`src/design/bdq_pkg.sv`:
```
// Shared types and constants for the bounded deque with search.
package bdq_pkg;

   // Sizes
   localparam int DEPTH_DEFAULT = 16;
   localparam int DATA_W        = 32;
   localparam int OP_W          = 3;
   localparam int ST_W          = 2;

   // Request opcodes (codes five to seven are ignored)
   localparam logic [OP_W-1:0] OP_PUSH_FRONT = 3'd0;
   localparam logic [OP_W-1:0] OP_PUSH_BACK  = 3'd1;
   localparam logic [OP_W-1:0] OP_POP_FRONT  = 3'd2;
   localparam logic [OP_W-1:0] OP_POP_BACK   = 3'd3;
   localparam logic [OP_W-1:0] OP_SEARCH     = 3'd4;

   // Response status codes
   localparam logic [ST_W-1:0] ST_OK      = 2'd0;
   localparam logic [ST_W-1:0] ST_FULL    = 2'd1;
   localparam logic [ST_W-1:0] ST_EMPTY   = 2'd2;
   localparam logic [ST_W-1:0] ST_NOMATCH = 2'd3;

   // Commands from the controller to the datapath
   typedef struct packed {
      logic capture;   // latch the accepted request
      logic exec;      // run push/pop, or set up a search
      logic scan;      // one step of the search walk
      logic load_rsp;  // move the result into the output register
   } bdq_cmd_type;

   // Status from the datapath to the controller
   typedef struct packed {
      logic search_go; // request is a search over a non-empty store
      logic scan_hit;  // compared entry matches
      logic scan_miss; // last entry compared without a match
      logic rsp_free;  // output register can take a result
   } bdq_stat_type;

endpackage

```
`src/design/bdq_ram.sv`:
```
// Generic single-write, single-read RAM with registered read data.
module bdq_ram #(
   parameter int WIDTH = 32,
   parameter int DEPTH = 16
) (
   input  logic                     clock,
   input  logic                     wr_en,
   input  logic [$clog2(DEPTH)-1:0] wr_addr,
   input  logic [WIDTH-1:0]         wr_data,
   input  logic                     rd_en,
   input  logic [$clog2(DEPTH)-1:0] rd_addr,
   output logic [WIDTH-1:0]         rd_data
);

   logic [WIDTH-1:0] mem_ff [DEPTH];
   logic [WIDTH-1:0] rd_data_ff;

   // Write port
   always_ff @(posedge clock) begin
      if (wr_en) begin
         mem_ff[wr_addr] <= wr_data;
      end
   end

   // Registered read port
   always_ff @(posedge clock) begin
      if (rd_en) begin
         rd_data_ff <= mem_ff[rd_addr];
      end
   end

   assign rd_data = rd_data_ff;

endmodule

```
`src/design/bdq_ctrl.sv`:
```
// Controller state machine: sequences accept, execute, search walk and response load.
module bdq_ctrl (
   input  logic                  clock,
   input  logic                  reset,
   input  logic                  req_tvalid,
   output logic                  req_tready,
   input  bdq_pkg::bdq_stat_type stat,
   output bdq_pkg::bdq_cmd_type  cmd
);

   typedef enum logic [3:0] {
      S_IDLE = 4'b0001,
      S_EXEC = 4'b0010,
      S_SCAN = 4'b0100,
      S_DONE = 4'b1000
   } ctrl_state_type;

   ctrl_state_type state_ff, state_in;

   assign req_tready = (state_ff == S_IDLE);

   // Next state and commands
   always_comb begin
      state_in     = state_ff;
      cmd          = '0;
      case (state_ff)
         S_IDLE: begin
            if (req_tvalid) begin
               cmd.capture = 1'b1;
               state_in    = S_EXEC;
            end
         end
         S_EXEC: begin
            cmd.exec = 1'b1;
            state_in = stat.search_go ? S_SCAN : S_DONE;
         end
         S_SCAN: begin
            cmd.scan = 1'b1;
            if (stat.scan_hit || stat.scan_miss) begin
               state_in = S_DONE;
            end
         end
         S_DONE: begin
            if (stat.rsp_free) begin
               cmd.load_rsp = 1'b1;
               state_in     = S_IDLE;
            end
         end
         default: begin
            state_in = S_IDLE;
         end
      endcase
   end

   always_ff @(posedge clock) begin
      if (reset) begin
         state_ff <= S_IDLE;
      end else begin
         state_ff <= state_in;
      end
   end

endmodule

```
`src/design/bdq_datapath.sv`:
```
// Datapath: ring pointers, entry RAM, search walk and output register.
module bdq_datapath #(
   parameter int DEPTH = bdq_pkg::DEPTH_DEFAULT,
   localparam int AW   = $clog2(DEPTH),
   localparam int CW   = $clog2(DEPTH + 1)
) (
   input  logic                        clock,
   input  logic                        reset,
   input  bdq_pkg::bdq_cmd_type        cmd,
   output bdq_pkg::bdq_stat_type       stat,
   input  logic [bdq_pkg::OP_W-1:0]    req_opcode,
   input  logic signed [bdq_pkg::DATA_W-1:0] req_value,
   input  logic                        rsp_tready,
   output logic                        rsp_valid,
   output logic [bdq_pkg::ST_W-1:0]    rsp_status,
   output logic [CW-1:0]               rsp_position,
   output logic [CW-1:0]               rsp_occupancy
);

   localparam int SUM_W = AW + 1;

   // Request latch
   logic [bdq_pkg::OP_W-1:0]          op_ff, op_in;
   logic signed [bdq_pkg::DATA_W-1:0] val_ff, val_in;
   // Ring state
   logic [AW-1:0]                     front_ff, front_in;
   logic [CW-1:0]                     fill_ff, fill_in;
   // Search walk
   logic [CW-1:0]                     idx_ff, idx_in;
   logic [AW-1:0]                     scan_slot_ff, scan_slot_in;
   logic                              cmp_valid_ff, cmp_valid_in;
   logic [CW-1:0]                     cmp_idx_ff, cmp_idx_in;
   // Pending result
   logic [bdq_pkg::ST_W-1:0]          res_status_ff, res_status_in;
   logic [CW-1:0]                     res_pos_ff, res_pos_in;
   // Output register
   logic                              rsp_valid_ff, rsp_valid_in;
   logic [bdq_pkg::ST_W-1:0]          rsp_status_ff, rsp_status_in;
   logic [CW-1:0]                     rsp_pos_ff, rsp_pos_in;
   logic [CW-1:0]                     rsp_occ_ff, rsp_occ_in;

   // RAM port signals
   logic                              wr_en;
   logic [AW-1:0]                     wr_addr;
   logic                              rd_en;
   logic [bdq_pkg::DATA_W-1:0]        rd_data;

   logic [AW-1:0]                     front_dec;
   logic [AW-1:0]                     front_inc;
   logic [AW-1:0]                     slot_step;
   logic [SUM_W-1:0]                  back_sum;
   logic [AW-1:0]                     back_slot;
   logic                              full;
   logic                              empty;
   logic                              issue;
   logic                              eq;

   bdq_ram #(
      .WIDTH (bdq_pkg::DATA_W),
      .DEPTH (DEPTH)
   ) u_ram (
      .clock   (clock),
      .wr_en   (wr_en),
      .wr_addr (wr_addr),
      .wr_data (val_ff),
      .rd_en   (rd_en),
      .rd_addr (scan_slot_ff),
      .rd_data (rd_data)
   );

   // Ring arithmetic
   assign front_dec = (front_ff == '0) ? AW'(DEPTH - 1) : front_ff - AW'(1);
   assign front_inc = (front_ff == AW'(DEPTH - 1)) ? '0 : front_ff + AW'(1);
   assign slot_step = (scan_slot_ff == AW'(DEPTH - 1)) ? '0 : scan_slot_ff + AW'(1);
   assign back_sum  = {1'b0, front_ff} + SUM_W'(fill_ff[AW-1:0]);
   assign back_slot = (back_sum >= SUM_W'(DEPTH)) ? AW'(back_sum - SUM_W'(DEPTH))
                                                  : back_sum[AW-1:0];
   assign full      = (fill_ff == CW'(DEPTH));
   assign empty     = (fill_ff == '0);

   // Search compare on the registered RAM output
   assign issue = cmd.scan && (idx_ff != fill_ff);
   assign eq    = ($signed(rd_data) == val_ff);
   assign rd_en = issue;

   assign stat.search_go = (op_ff == bdq_pkg::OP_SEARCH) && !empty;
   assign stat.scan_hit  = cmp_valid_ff && eq;
   assign stat.scan_miss = cmp_valid_ff && !eq && (idx_ff == fill_ff);
   assign stat.rsp_free  = !rsp_valid_ff || rsp_tready;

   always_comb begin
      op_in         = op_ff;
      val_in        = val_ff;
      front_in      = front_ff;
      fill_in       = fill_ff;
      idx_in        = idx_ff;
      scan_slot_in  = scan_slot_ff;
      cmp_valid_in  = cmp_valid_ff;
      cmp_idx_in    = cmp_idx_ff;
      res_status_in = res_status_ff;
      res_pos_in    = res_pos_ff;
      rsp_valid_in  = rsp_valid_ff;
      rsp_status_in = rsp_status_ff;
      rsp_pos_in    = rsp_pos_ff;
      rsp_occ_in    = rsp_occ_ff;
      wr_en         = 1'b0;
      wr_addr       = back_slot;

      // Latch the accepted transaction
      if (cmd.capture) begin
         op_in  = req_opcode;
         val_in = req_value;
      end

      // Execute the operation
      if (cmd.exec) begin
         res_status_in = bdq_pkg::ST_OK;
         res_pos_in    = '0;
         idx_in        = '0;
         scan_slot_in  = front_ff;
         cmp_valid_in  = 1'b0;
         case (op_ff)
            bdq_pkg::OP_PUSH_FRONT: begin
               if (full) begin
                  res_status_in = bdq_pkg::ST_FULL;
               end else begin
                  front_in = front_dec;
                  wr_en    = 1'b1;
                  wr_addr  = front_dec;
                  fill_in  = fill_ff + CW'(1);
               end
            end
            bdq_pkg::OP_PUSH_BACK: begin
               if (full) begin
                  res_status_in = bdq_pkg::ST_FULL;
               end else begin
                  wr_en   = 1'b1;
                  wr_addr = back_slot;
                  fill_in = fill_ff + CW'(1);
               end
            end
            bdq_pkg::OP_POP_FRONT: begin
               if (empty) begin
                  res_status_in = bdq_pkg::ST_EMPTY;
               end else begin
                  front_in = front_inc;
                  fill_in  = fill_ff - CW'(1);
               end
            end
            bdq_pkg::OP_POP_BACK: begin
               if (empty) begin
                  res_status_in = bdq_pkg::ST_EMPTY;
               end else begin
                  fill_in = fill_ff - CW'(1);
               end
            end
            bdq_pkg::OP_SEARCH: begin
               res_status_in = empty ? bdq_pkg::ST_EMPTY : bdq_pkg::ST_NOMATCH;
            end
            default: begin
            end
         endcase
      end

      // One entry read and one compare per cycle
      if (cmd.scan) begin
         cmp_valid_in = issue;
         cmp_idx_in   = idx_ff;
         if (issue) begin
            idx_in       = idx_ff + CW'(1);
            scan_slot_in = slot_step;
         end
         if (stat.scan_hit) begin
            res_status_in = bdq_pkg::ST_OK;
            res_pos_in    = cmp_idx_ff + CW'(1);
         end
      end

      // Output register
      if (rsp_valid_ff && rsp_tready) begin
         rsp_valid_in = 1'b0;
      end
      if (cmd.load_rsp) begin
         rsp_valid_in  = 1'b1;
         rsp_status_in = res_status_ff;
         rsp_pos_in    = res_pos_ff;
         rsp_occ_in    = fill_ff;
      end
   end

   // Control state
   always_ff @(posedge clock) begin
      if (reset) begin
         front_ff     <= '0;
         fill_ff      <= '0;
         cmp_valid_ff <= 1'b0;
         rsp_valid_ff <= 1'b0;
      end else begin
         front_ff     <= front_in;
         fill_ff      <= fill_in;
         cmp_valid_ff <= cmp_valid_in;
         rsp_valid_ff <= rsp_valid_in;
      end
   end

   // Payload registers
   always_ff @(posedge clock) begin
      op_ff         <= op_in;
      val_ff        <= val_in;
      idx_ff        <= idx_in;
      scan_slot_ff  <= scan_slot_in;
      cmp_idx_ff    <= cmp_idx_in;
      res_status_ff <= res_status_in;
      res_pos_ff    <= res_pos_in;
      rsp_status_ff <= rsp_status_in;
      rsp_pos_ff    <= rsp_pos_in;
      rsp_occ_ff    <= rsp_occ_in;
   end

   assign rsp_valid     = rsp_valid_ff;
   assign rsp_status    = rsp_status_ff;
   assign rsp_position  = rsp_pos_ff;
   assign rsp_occupancy = rsp_occ_ff;

   // Occupancy never exceeds the store size
   a_fill_bound: assert property (@(posedge clock) disable iff (reset)
      fill_ff <= CW'(DEPTH))
      else $error("fill count above depth");

   // Front pointer stays inside the ring
   a_front_bound: assert property (@(posedge clock) disable iff (reset)
      front_ff <= AW'(DEPTH - 1))
      else $error("front slot outside ring");

   // A reported position comes only with a successful search
   a_pos_status: assert property (@(posedge clock) disable iff (reset)
      rsp_valid_ff && (rsp_pos_ff != '0) |-> rsp_status_ff == bdq_pkg::ST_OK)
      else $error("position reported without match");

   // A match position lies within the occupied range
   a_pos_range: assert property (@(posedge clock) disable iff (reset)
      rsp_valid_ff |-> rsp_pos_ff <= rsp_occ_ff)
      else $error("position beyond occupancy");

   // The walk never reads past the occupied entries
   a_scan_range: assert property (@(posedge clock) disable iff (reset)
      cmp_valid_ff |-> cmp_idx_ff < fill_ff)
      else $error("search read outside occupied range");

endmodule

```
`src/design/bounded_deque_with_search.sv`:
```
// Top level of the bounded deque with search: ports, controller and datapath.
//
// A ring deque of DEPTH signed 32-bit entries. Each request transaction carries
// an opcode (push front, push back, pop front, pop back, search) and a value,
// and produces exactly one response transaction with status, search position
// and occupancy. Requests are handled one at a time. Push, pop and ignored
// opcodes go from acceptance through an execute state to a done state, which
// registers the response once the output register can take it; only then is
// the next request taken. A search walks the entries in a scan state between
// execute and done, stopping at the first match or after the last occupied
// entry. The entry RAM delivers one entry per cycle through its single
// registered read port. A finished response sits in an output register, so
// the next request can be accepted while it waits to be taken.
// Entries have no reset; only occupied slots are ever read.
module bounded_deque_with_search #(
   parameter int DEPTH  = bdq_pkg::DEPTH_DEFAULT,
   localparam int CW    = $clog2(DEPTH + 1),
   localparam int RSP_W = ((bdq_pkg::ST_W + 2 * CW + 7) / 8) * 8
) (
   input  logic                      clock,
   input  logic                      reset,
   // Request channel
   input  logic                      req_tvalid,
   output logic                      req_tready,
   input  logic [bdq_pkg::DATA_W-1:0] req_tdata,  // value
   input  logic [bdq_pkg::OP_W-1:0]  req_tuser,   // opcode
   // Response channel
   output logic                      rsp_tvalid,
   input  logic                      rsp_tready,
   output logic [RSP_W-1:0]          rsp_tdata    // status, position, occupancy, zero pad
);

   bdq_pkg::bdq_cmd_type  cmd;
   bdq_pkg::bdq_stat_type stat;

   logic [bdq_pkg::ST_W-1:0] rsp_status;
   logic [CW-1:0]            rsp_position;
   logic [CW-1:0]            rsp_occupancy;

   bdq_ctrl u_ctrl (
      .clock      (clock),
      .reset      (reset),
      .req_tvalid (req_tvalid),
      .req_tready (req_tready),
      .stat       (stat),
      .cmd        (cmd)
   );

   bdq_datapath #(
      .DEPTH (DEPTH)
   ) u_datapath (
      .clock         (clock),
      .reset         (reset),
      .cmd           (cmd),
      .stat          (stat),
      .req_opcode    (req_tuser),
      .req_value     ($signed(req_tdata)),
      .rsp_tready    (rsp_tready),
      .rsp_valid     (rsp_tvalid),
      .rsp_status    (rsp_status),
      .rsp_position  (rsp_position),
      .rsp_occupancy (rsp_occupancy)
   );

   // Pack the response, first field in the low bits
   assign rsp_tdata = RSP_W'({rsp_occupancy, rsp_position, rsp_status});

endmodule

```
`config.mk`:
```
export PLATFORM = sky130hd
export DESIGN_NAME = bounded_deque_with_search
export DESIGN_NICKNAME = d
export VERILOG_FILES = /design/src/design/bdq_pkg.sv /design/src/design/bdq_ram.sv /design/src/design/bdq_ctrl.sv /design/src/design/bdq_datapath.sv /design/src/design/bounded_deque_with_search.sv
export SDC_FILE = /design/constraint.sdc
export NUM_CORES = 1
export LEC_CHECK = 0
export ABC_AREA = 1
export BUFFER_PORTS_ARGS = -buffer_cell sky130_fd_sc_hd__buf_4
export CORE_MARGIN = 2
export CORE_UTILIZATION = 28
export DETAILED_ROUTE_END_ITERATION = 10
export GPL_TIMING_DRIVEN = 0
export SLEW_MARGIN = 20
export SYNTH_ARGS = -nofsm -noshare
export SYNTH_HDL_FRONTEND = slang
export SYNTH_HIERARCHICAL = 1
export SYNTH_SLANG_ARGS = --single-unit
```
`constraint.sdc`:
```
create_clock -name clock -period 3.6 [get_ports clock]
set_clock_uncertainty 0.1 [all_clocks]
set_input_delay 0.36 -clock clock [delete_from_list [all_inputs] [get_ports clock]]
set_output_delay 0.36 -clock clock [all_outputs]
set_load 0.05 [all_outputs]
```
==> results of run 1 <==
[layout by cell type, fill, tap and decap left out, types with 3 or more instances in the layout]
cell           instances
xor2_1                13
mux2i_1                3
dfxtp_1               31
xnor2_1               10
nand4_1                9
edfxtp_1             596
buf_4                 72
clkinv_2              11
inv_2                  5
clkbuf_16             59
buf_12                23
o21ai_0               13
clkbuf_1              30
nor3_1                 5
buf_2                 42
ha_1                  11
bufinv_16              7
nor2_1                65
nor2_2                 8
o21ai_1                6
dlygate4sd3_1         38
buf_6                 30
nor2_4                18
nand2_1              864
nand3_2                4
inv_1                496
buf_16                11
clkinv_1              10
clkbuf_8               3
buf_1                 14
a21oi_1               20
nand3_1              407
conb_1                 4
[registers in the layout, indices dropped and copies added, names as in the netlist]
register and cells:
u_datapath/rsp_valid 1, u_datapath/front_ff 4, u_datapath/rsp_position 5, u_datapath/cmp_idx_ff 5, u_datapath/val_ff 32, u_datapath/res_pos_ff 5, u_datapath/cmp_valid_ff 1, u_datapath/rsp_status 2
u_datapath/rsp_occupancy 5, u_datapath/u_ram/mem_ff 512, u_datapath/scan_slot_ff 4, u_ctrl/state_ff 4, u_datapath/u_ram/rd_data 32, u_datapath/idx_ff 5, u_datapath/res_status_ff 2, u_datapath/fill_ff 5
u_datapath/op_ff 3
[how the worst min path moves through the flow]
| stage | start | endpoint | depth (start not counted) |
|---|---|---|---|
| 2_1_floorplan | u_datapath/res_status_ff[1]$_DFF_P_ | u_datapath/rsp_status[1]$_DFFE_PP_ | 0 |
| 3_5_place_dp | u_datapath/res_pos_ff[4]$_DFF_P_ | u_datapath/rsp_position[4]$_DFFE_PP_ | 0 |
| 3_3_place_gp | u_datapath/res_status_ff[0]$_DFF_P_ | u_datapath/rsp_status[0]$_DFFE_PP_ | 0 |
| 4_1_cts | req_tdata[10] | u_datapath/val_ff[10]$_DFFE_PP_ | 2 |
| 6_report | u_datapath/res_pos_ff[4]$_DFF_P_ | u_datapath/rsp_position[4]$_DFFE_PP_ | 0 |
| 5_1_grt | req_tdata[10] | u_datapath/val_ff[10]$_DFFE_PP_ | 2 |
[worst max-delay path: stages (launching register included)]
cell,delay (ns)
dfxtp_1,0.34
nor2_2,0.17
nand3_1,0.15
inv_1,0.10
buf_4,0.17
inv_1,0.11
nor2_2,0.18
nand3_1,0.27
mux2i_1,0.39
nand3_1,0.43
nor2_4,0.32
buf_16,0.19
buf_16,0.17
[stage by stage]
stage	util	power, mW	cell area, um2	setup slack, ns
2_1_floorplan	-	9.42	27700	0.0490
3_3_place_gp	0.303	10.0	29700	-2.10
3_5_place_dp	0.309	10.1	30400	-0.0120
4_1_cts	0.333	16.3	32700	0.0204
5_1_grt	0.335	16.8	33000	0.0271
6_report	0.335	16.2	33000	0.176
[final cells by class]
class | instances | area share
clock buffers | 77 | 0.0477
multi-input cells | 1480 | 0.203
plain buffers | 115 | 0.0234
flip-flops and latches | 627 | 0.562
repair buffers | 131 | 0.0477
inverters | 502 | 0.0572
well taps | 1287 | 0.0488
clock inverters | 32 | 0.0107
[power by group]
group	leakage, nW	internal [mW]	switching (mW)	total, mW
sequential	5.63	8.26	0.251	8.51
combinational	7.26	0.452	0.999	1.45
clock	0.942	3.57	2.71	6.28
total	13.8	12.3	3.96	16.2
[cell families after synthesis]
family | after synthesis
AND/OR/NAND/NOR | 1391
flip-flops | 627
buffers and inverters | 617
AO/OA/AOI/OAI | 46
XOR/XNOR | 23
adder cells (fa/ha/maj) | 13
multiplexers | 3
other | 1
[timing repair]
action                     4_1_cts  5_1_grt
hold buffers                    38        0
pin swaps                        3       10
setup endpoints to repair       50      176
hold endpoints to repair        44        0
buffers inserted                 3       16
[per-layer routing]
metal	share of wire	track usage	vias to the layer above
li1	-	-	9127
met3	0.070	0.0227	140
met2	0.50	0.262	688
met1	0.40	0.180	9095
met5	0	0	-
met4	0.034	0.0587	0
==> results.md, run 1 <==
- Synth cell types: 42
- Syn avg cell area: slightly above 10 um2
- DP HPWL: about 50 mm
- I/O Pins: 57
- CP Data Arrival Time: between 3 and 4 ns
- RSZ-0062 raised after global routing: no
- Clk buf depth: 3
- Die height: ~320 um
- R2R Setup Slk: about 0.18 ns
- H-tree lvl count: 2
- Yosys warnings: 6
- Setup crit start kind: flop
- Multiplexer share of the synthesized area: 0.00108
- Via/cell ratio: 4.48
- Routability cong.: around 0.8
- Hold crit path type: flop to flop
- Pwr dens: 493 nW/um2
- Reg-to-Reg Start: u_ctrl/state_ff[2]$_SDFFE_PP0P_
- Synth Area in Adders: 0.00641
- DR pass1 iterations: 6
- Worst skew pair latency: ~0.64 ns
- Routed Antenna Nets: 0
- Post-Layout Cell Count: between 4000 and 5000
- Die Width: 319 um
- Max-Cap Viols: 0
- Slew Viols, Final: 0
- Top cell type's share of synthesized area: 0.646
- Routed WL: between 70 and 80 mm
- Peak VDD IR: 431 uV
- Worst Setup SP: u_ctrl/state_ff[2]$_SDFFE_PP0P_
- Hold WS: about 0.33 ns
- TritonCTS clock tree: done
- CP Class: flop to flop
- Fmax achieved: 292 MHz
- Initial antenna violation count: 0
- Largest net degree at the start of global routing: 37
- Cells after DPL: a little over 4000
- Reg area: 18500 um2
- Total track usage: 0.148
- Port bufs: 52
- Multi-input combinational cell area: between 6000 and 7000 um2
- Register bit total from synthesis: approximately 630
- Worst reg-to-reg path cell count: 12
- Post-synthesis compound-gate area fraction: 0.00912
- Netlist Area Pre-Place: between 20000 and 30000 um2
- Post-synthesis simple-gate area fraction: 0.212
- Clock Root Buffer: clkbuf_16
- Crit path time final: approximately 3.4 ns
- Synth cell count leaders: nand2_1 (864), edfxtp_1 (596), inv_1 (496), nand3_1 (407), nor2_1 (83)
- Endpoints failing hold: 0
- Synth-to-layout area growth: 18.9%
- Async SR Flop Fraction: 0
- Vias in the first global route: between 15000 and 20000
- Detailed Route Iter0 Violations: between 1500 and 2000
- Final #Nets: 2968
- Crit Path Max Fanout: 13
- Lkg Pwr: about 14 nW
- Initial core utilization: 0.282
- Resized cells post-CTS: 0
- Final TNS setup: 0 ns
- Synth top area cells: edfxtp_1 (65%), nand2_1 (12%), nand3_1 (7.3%), inv_1 (6.7%), dfxtp_1 (2.2%)
- Cts bufs inserted: 59
- # setup viols final: 0
- GRT overflow: 0
- Clk slew on worst S/H paths: ~0.06 ns
- Die footprint: 102000 um2
- Layout cell share with drive strength beyond 1: 0.104
- # DRC: 0
- First-pass GRT wire length: about 110 mm
- Core box area: ~100000 um2
- Largest family of logic cells by synthesized area: simple AND/OR/NAND/NOR gates
- XOR/XNOR Fraction of Synth Area: 0.00727
- Diode count: 0
- Crit path required time: 3.84 ns
- Seq/Total Area, Yosys: 0.668
- Row count: 115
- Post-synth EDFFs: between 500 and 600
- Cell count after synthesis: roughly 2700
- Avg WL per Cell: approximately 18 um
- Count leader, synth: nand2_1
- Worst setup path endpoint: u_datapath/u_ram/mem_ff[15][14]$_DFFE_PP_
- Vias: 19050
- Synth Flop Type: edfxtp_1
- Leading area contributor after synthesis: edfxtp_1
- CTS sink cnt: between 600 and 700
- Slew headroom: 0.259
- Critical Path Sink Type: flop
- Run status: completed
- Filler cell count: between 9000 and 10000
- Worst Tran Pin Value: roughly 1.1 ns
- Period utilisation layout: 0.951
- Worst r2r dst: u_datapath/u_ram/mem_ff[15][14]$_DFFE_PP_
Power figures use the tool's default switching activity.
==> run 2: changes to the inputs <==
- SYNTH_HIERARCHICAL: 1 -> not set
==> run 2 against run 1 <==
  * Final area down 8.6%
  * Largest power group unchanged
  * Largest cell class unchanged
  * Critical endpoint is now u_datapath.u_ram.mem_ff[13][18]$_DFFE_PP_
  * Worst hold slack worse by 0.31 ns
  * Global-route usage up 1.2 points
==> results.md, run 2 <==
- Crit path time final: 3.36 ns (-0.0611 ns)
- Clock Root Buffer: clkbuf_16
- Cell count after synthesis: 1918 (-30%)
- # DRC: 0 (unchanged)
- Reg area: 18500 um2 (unchanged)
- Worst skew pair latency: 0.62 ns (-0.02 ns)
- Slew headroom: 0.327 (+0.0686)
- Synth cell types: 44 (+4.8%)
- Endpoints failing hold: 0 (unchanged)
- Post-synthesis simple-gate area fraction: 0.0994 (-0.113)
- Max reg flops: 512 (unchanged)
- Port bufs: 52 (unchanged)
- Clk buf depth: 3 (unchanged)
- Netlist Area Pre-Place: 25100 um2 (-9.5%)
- Largest register by flop count: u_datapath.u_ram.mem_ff
- Yosys warnings: 0 (-6)
- Slew Viols, Final: 0 (unchanged)
- Setup bufs post-CTS: 0 (-3)
- Critical Path Sink Type: flop
- Period utilisation layout: 0.934 (-0.0170)
- Synth Area in Adders: 0.00709 (+0.000676)
- Routed WL: 74.0 mm (-3.8%)
- Setup crit start kind: flop
- Lkg Pwr: 10.0 nW (-28%)
- Synth top area cells: edfxtp_1 (71%), o21ai_0 (5.4%), nor2_1 (4.7%), o221ai_1 (3.9%), dfxtp_1 (2.5%)
- Die footprint: 92000 um2 (-9.4%)
- Syn avg cell area: 13.1 um2 (+28%)
- Routed Antenna Nets: 0 (unchanged)
- Hold crit path type: input pin to flop
- Crit path required time: 3.79 ns (-0.05 ns)
- DP HPWL: 49.8 mm (-0.78%)
- Worst Tran Pin Value: 1.01 ns (-0.103 ns)
- CP Data Arrival Time: 3.56 ns (-0.10 ns)
- Detailed Route Iter0 Violations: 2152 (+27%)
- Synth cell count leaders: edfxtp_1 (596), nor2_1 (317), o21ai_0 (269), nand2_1 (147), o221ai_1 (113)
- Routability cong.: 0.915 (+12%)
- RSZ-0062 raised after global routing: no
- Synth-to-layout area growth: 20.2%
- Post-Place Setup Slack: 0.287 ns (+0.299 ns)
- Synth Flop Type: edfxtp_1
- Post-Layout Cell Count: 3318 (-22%)
- Largest net degree at the start of global routing: 40 (+8.1%)
- Multi-input combinational cell area: 5860 um2 (-12%)
- Die Width: 303 um (-4.8%)
- GRT overflow: 0 (unchanged)
- Leading area contributor after synthesis: edfxtp_1
- Layout Utilization: 0.341 (+0.00515)
- Total track usage: 0.160 (+0.0115)
- Initial antenna violation count: 2 (+2)
- XOR/XNOR Fraction of Synth Area: 0.0105 (+0.00321)
- Diode count: 0 (unchanged)
- First-pass GRT wire length: 108 mm (-4.1%)
- Post-synthesis compound-gate area fraction: 0.110 (+0.100)
- Cell Int Power: 13.7 mW (+12%)
- Pwr dens: 701 nW/um2 (+42%)
- Core box area: 88500 um2 (-9.9%)
- Count leader, synth: edfxtp_1
- Filler cell count: 8485 (-13%)
- Most frequent cells in the layout: edfxtp_1 (596), nor2_1 (300), o21ai_0 (269), nand2_1 (147), o221ai_1 (113)
- Flop pwr share: 0.405 (-0.119)
- Final #Nets: 2153 (-27%)
- I/O Pins: 57 (unchanged)
- Max-Cap Viols: 0 (unchanged)
- Sw frac: 0.351 (+0.108)
- Largest family of logic cells by synthesized area: compound AO/OA/AOI/OAI gates
- Vias: 16840 (-12%)
- # setup viols final: 0 (unchanged)
- H-tree lvl count: 3 (+1)
- Clk slew on worst S/H paths: 0.06 ns (about the same)
- Clk pwr share: 0.323 (-0.064)
- Placed Area: 27600 um2 (-9.0%)
- Cells after DPL: 3161 (-23%)
- Final instance area: 30100 um2 (-8.6%)
- Crit Path Max Fanout: 18 (+5)
- Die height: 303 um (-4.8%)
- Run status: completed
- Top cell type's share of synthesized area: 0.714 (+0.0681)
- CTS sink cnt: 627 (unchanged)
- Peak VDD IR: 405 uV (-6.1%)
- Initial core utilization: 0.283 (+0.00124)
- Setup WS post-layout: 0.238 ns (+0.0611 ns)
- Comb power frac: 0.272 (+0.183)
- DR pass1 iterations: 5 (-1)
- Row count: 109 (-5.2%)
- Async SR Flop Fraction: 0 (unchanged)
- Post-synth EDFFs: 596 (unchanged)
- Commonest non-fill, non-tap cell in the layout: edfxtp_1
- Register bit total from synthesis: 627 (unchanged)
- Vias in the first global route: 16550 (-9.3%)
- Cts bufs inserted: 67 (+14%)
- Multiplexer share of the synthesized area: 0.00120 (+0.000114)
- Switching pwr: 7.43 mW (+88%)
- CP Class: flop to flop
- TritonCTS clock tree: done
- Via/cell ratio: 5.08 (+13%)
- Fmax achieved: 297 MHz (+1.8%)
- Layout cell share with drive strength beyond 1: 0.121 (+0.0172)
- Seq/Total Area, Yosys: 0.739 (+0.0704)
- Avg WL per Cell: 22.3 um (+23%)
-- run 2: changes by cell type in the layout (fill, tap and decap cells not counted), sizes merged, moves of 4 or more --
cell / before / now
o21ai: 20 / 272
o22ai: 0 / 18
inv: 503 / 98
buf: 192 / 117
xnor2: 10 / 15
clkinv: 23 / 28
o211ai: 1 / 21
nor2: 91 / 323
nor3: 5 / 9
nand3: 413 / 84
nand2: 867 / 154
or2: 1 / 6
clkbuf: 93 / 152
o221ai: 0 / 113
-- run 2: power by group through the flow --
stage	clock [mW]	combinational [mW]	sequential, mW
final	6.83	5.74	8.56
after floorplan	0	3.22	8.59
after detailed placement	0	5.60	8.71
after CTS	6.91	5.65	8.55
after global routing	7.18	6.15	8.58
after global placement	0	5.39	8.70
-- run 2: layout make-up --
| cell class | count | share of cell area |
|---|---|---|
| clock buffer | 83 | 0.0590 |
| timing repair buffer | 111 | 0.0439 |
| multi-input combinational | 1088 | 0.195 |
| tap | 1165 | 0.0483 |
| buffer | 111 | 0.0161 |
| inverter | 95 | 0.0118 |
| clock inverter | 38 | 0.0120 |
| sequential | 627 | 0.614 |
-- run 2: cells by family (layout without fill, tap and decap cells) --
family / count (synthesis) / after routing
adder cells (fa/ha/maj): 13 / 13
flip-flops: 627 / 627
AND/OR/NAND/NOR: 592 / 592
buffers and inverters: 206 / 438
other: 1 / 4
multiplexers: 3 / 3
XOR/XNOR: 30 / 30
AO/OA/AOI/OAI: 446 / 446
-- run 2: what timing repair did --
item / CTS / global route
resized for setup: 0 / 0
hold buffers: 36 / 0
hold endpoints to repair: 40 / 0
-- run 2: path summary, 6_finish.rpt --
| kind | startpoint | endpoint | slack (ns) | cells after the start |
|---|---|---|---|---|
| worst max-delay path | u_datapath.fill_ff[0]$_SDFFE_PP0P_ | u_datapath.u_ram.mem_ff[13][18]$_DFFE_PP_ | 0.24 | 8 |
| worst min-delay path | rsp_tready | u_datapath.rsp_valid$_SDFFE_PP0P_ | 0.02 | 4 |
| worst max register to register | u_datapath.fill_ff[0]$_SDFFE_PP0P_ | u_datapath.u_ram.mem_ff[13][18]$_DFFE_PP_ | 0.24 | 8 |
| worst min register to register | u_datapath.res_pos_ff[2]$_DFF_P_ | u_datapath.rsp_position[2]$_DFFE_PP_ | 0.33 | 0 |
-- run 2: metrics by stage --
step | TNS (ns) | hold slack [ns] | power (mW)
2_1_floorplan | 0 | 0.308 | 11.8
3_3_place_gp | -761.22 | 0.327 | 14.1
3_5_place_dp | 0 | 0.325 | 14.3
4_1_cts | 0 | 0.00399 | 21.1
5_1_grt | 0 | 0.0219 | 21.9
6_report | 0 | 0.0157 | 21.1
-- run 2: metal layers --
| metal | up-vias | part of all wire | global-route usage |
|---|---|---|---|
| met4 | 0 | 0.030 | 0.0549 |
| met2 | 832 | 0.47 | 0.258 |
| li1 | 7457 | - | - |
| met5 | - | 0 | 0 |
| met3 | 143 | 0.097 | 0.0378 |
| met1 | 8408 | 0.40 | 0.210 |
-- run 2: worst max-delay path: stages (launching register included) --
cell	delay [ns]
dfxtp_1	0.49
ha_1	0.20
inv_1	0.06
fa_1	0.37
xor2_1	0.15
o21ai_0	0.38
nand2_1	0.34
nor2_4	0.70
buf_16	0.25
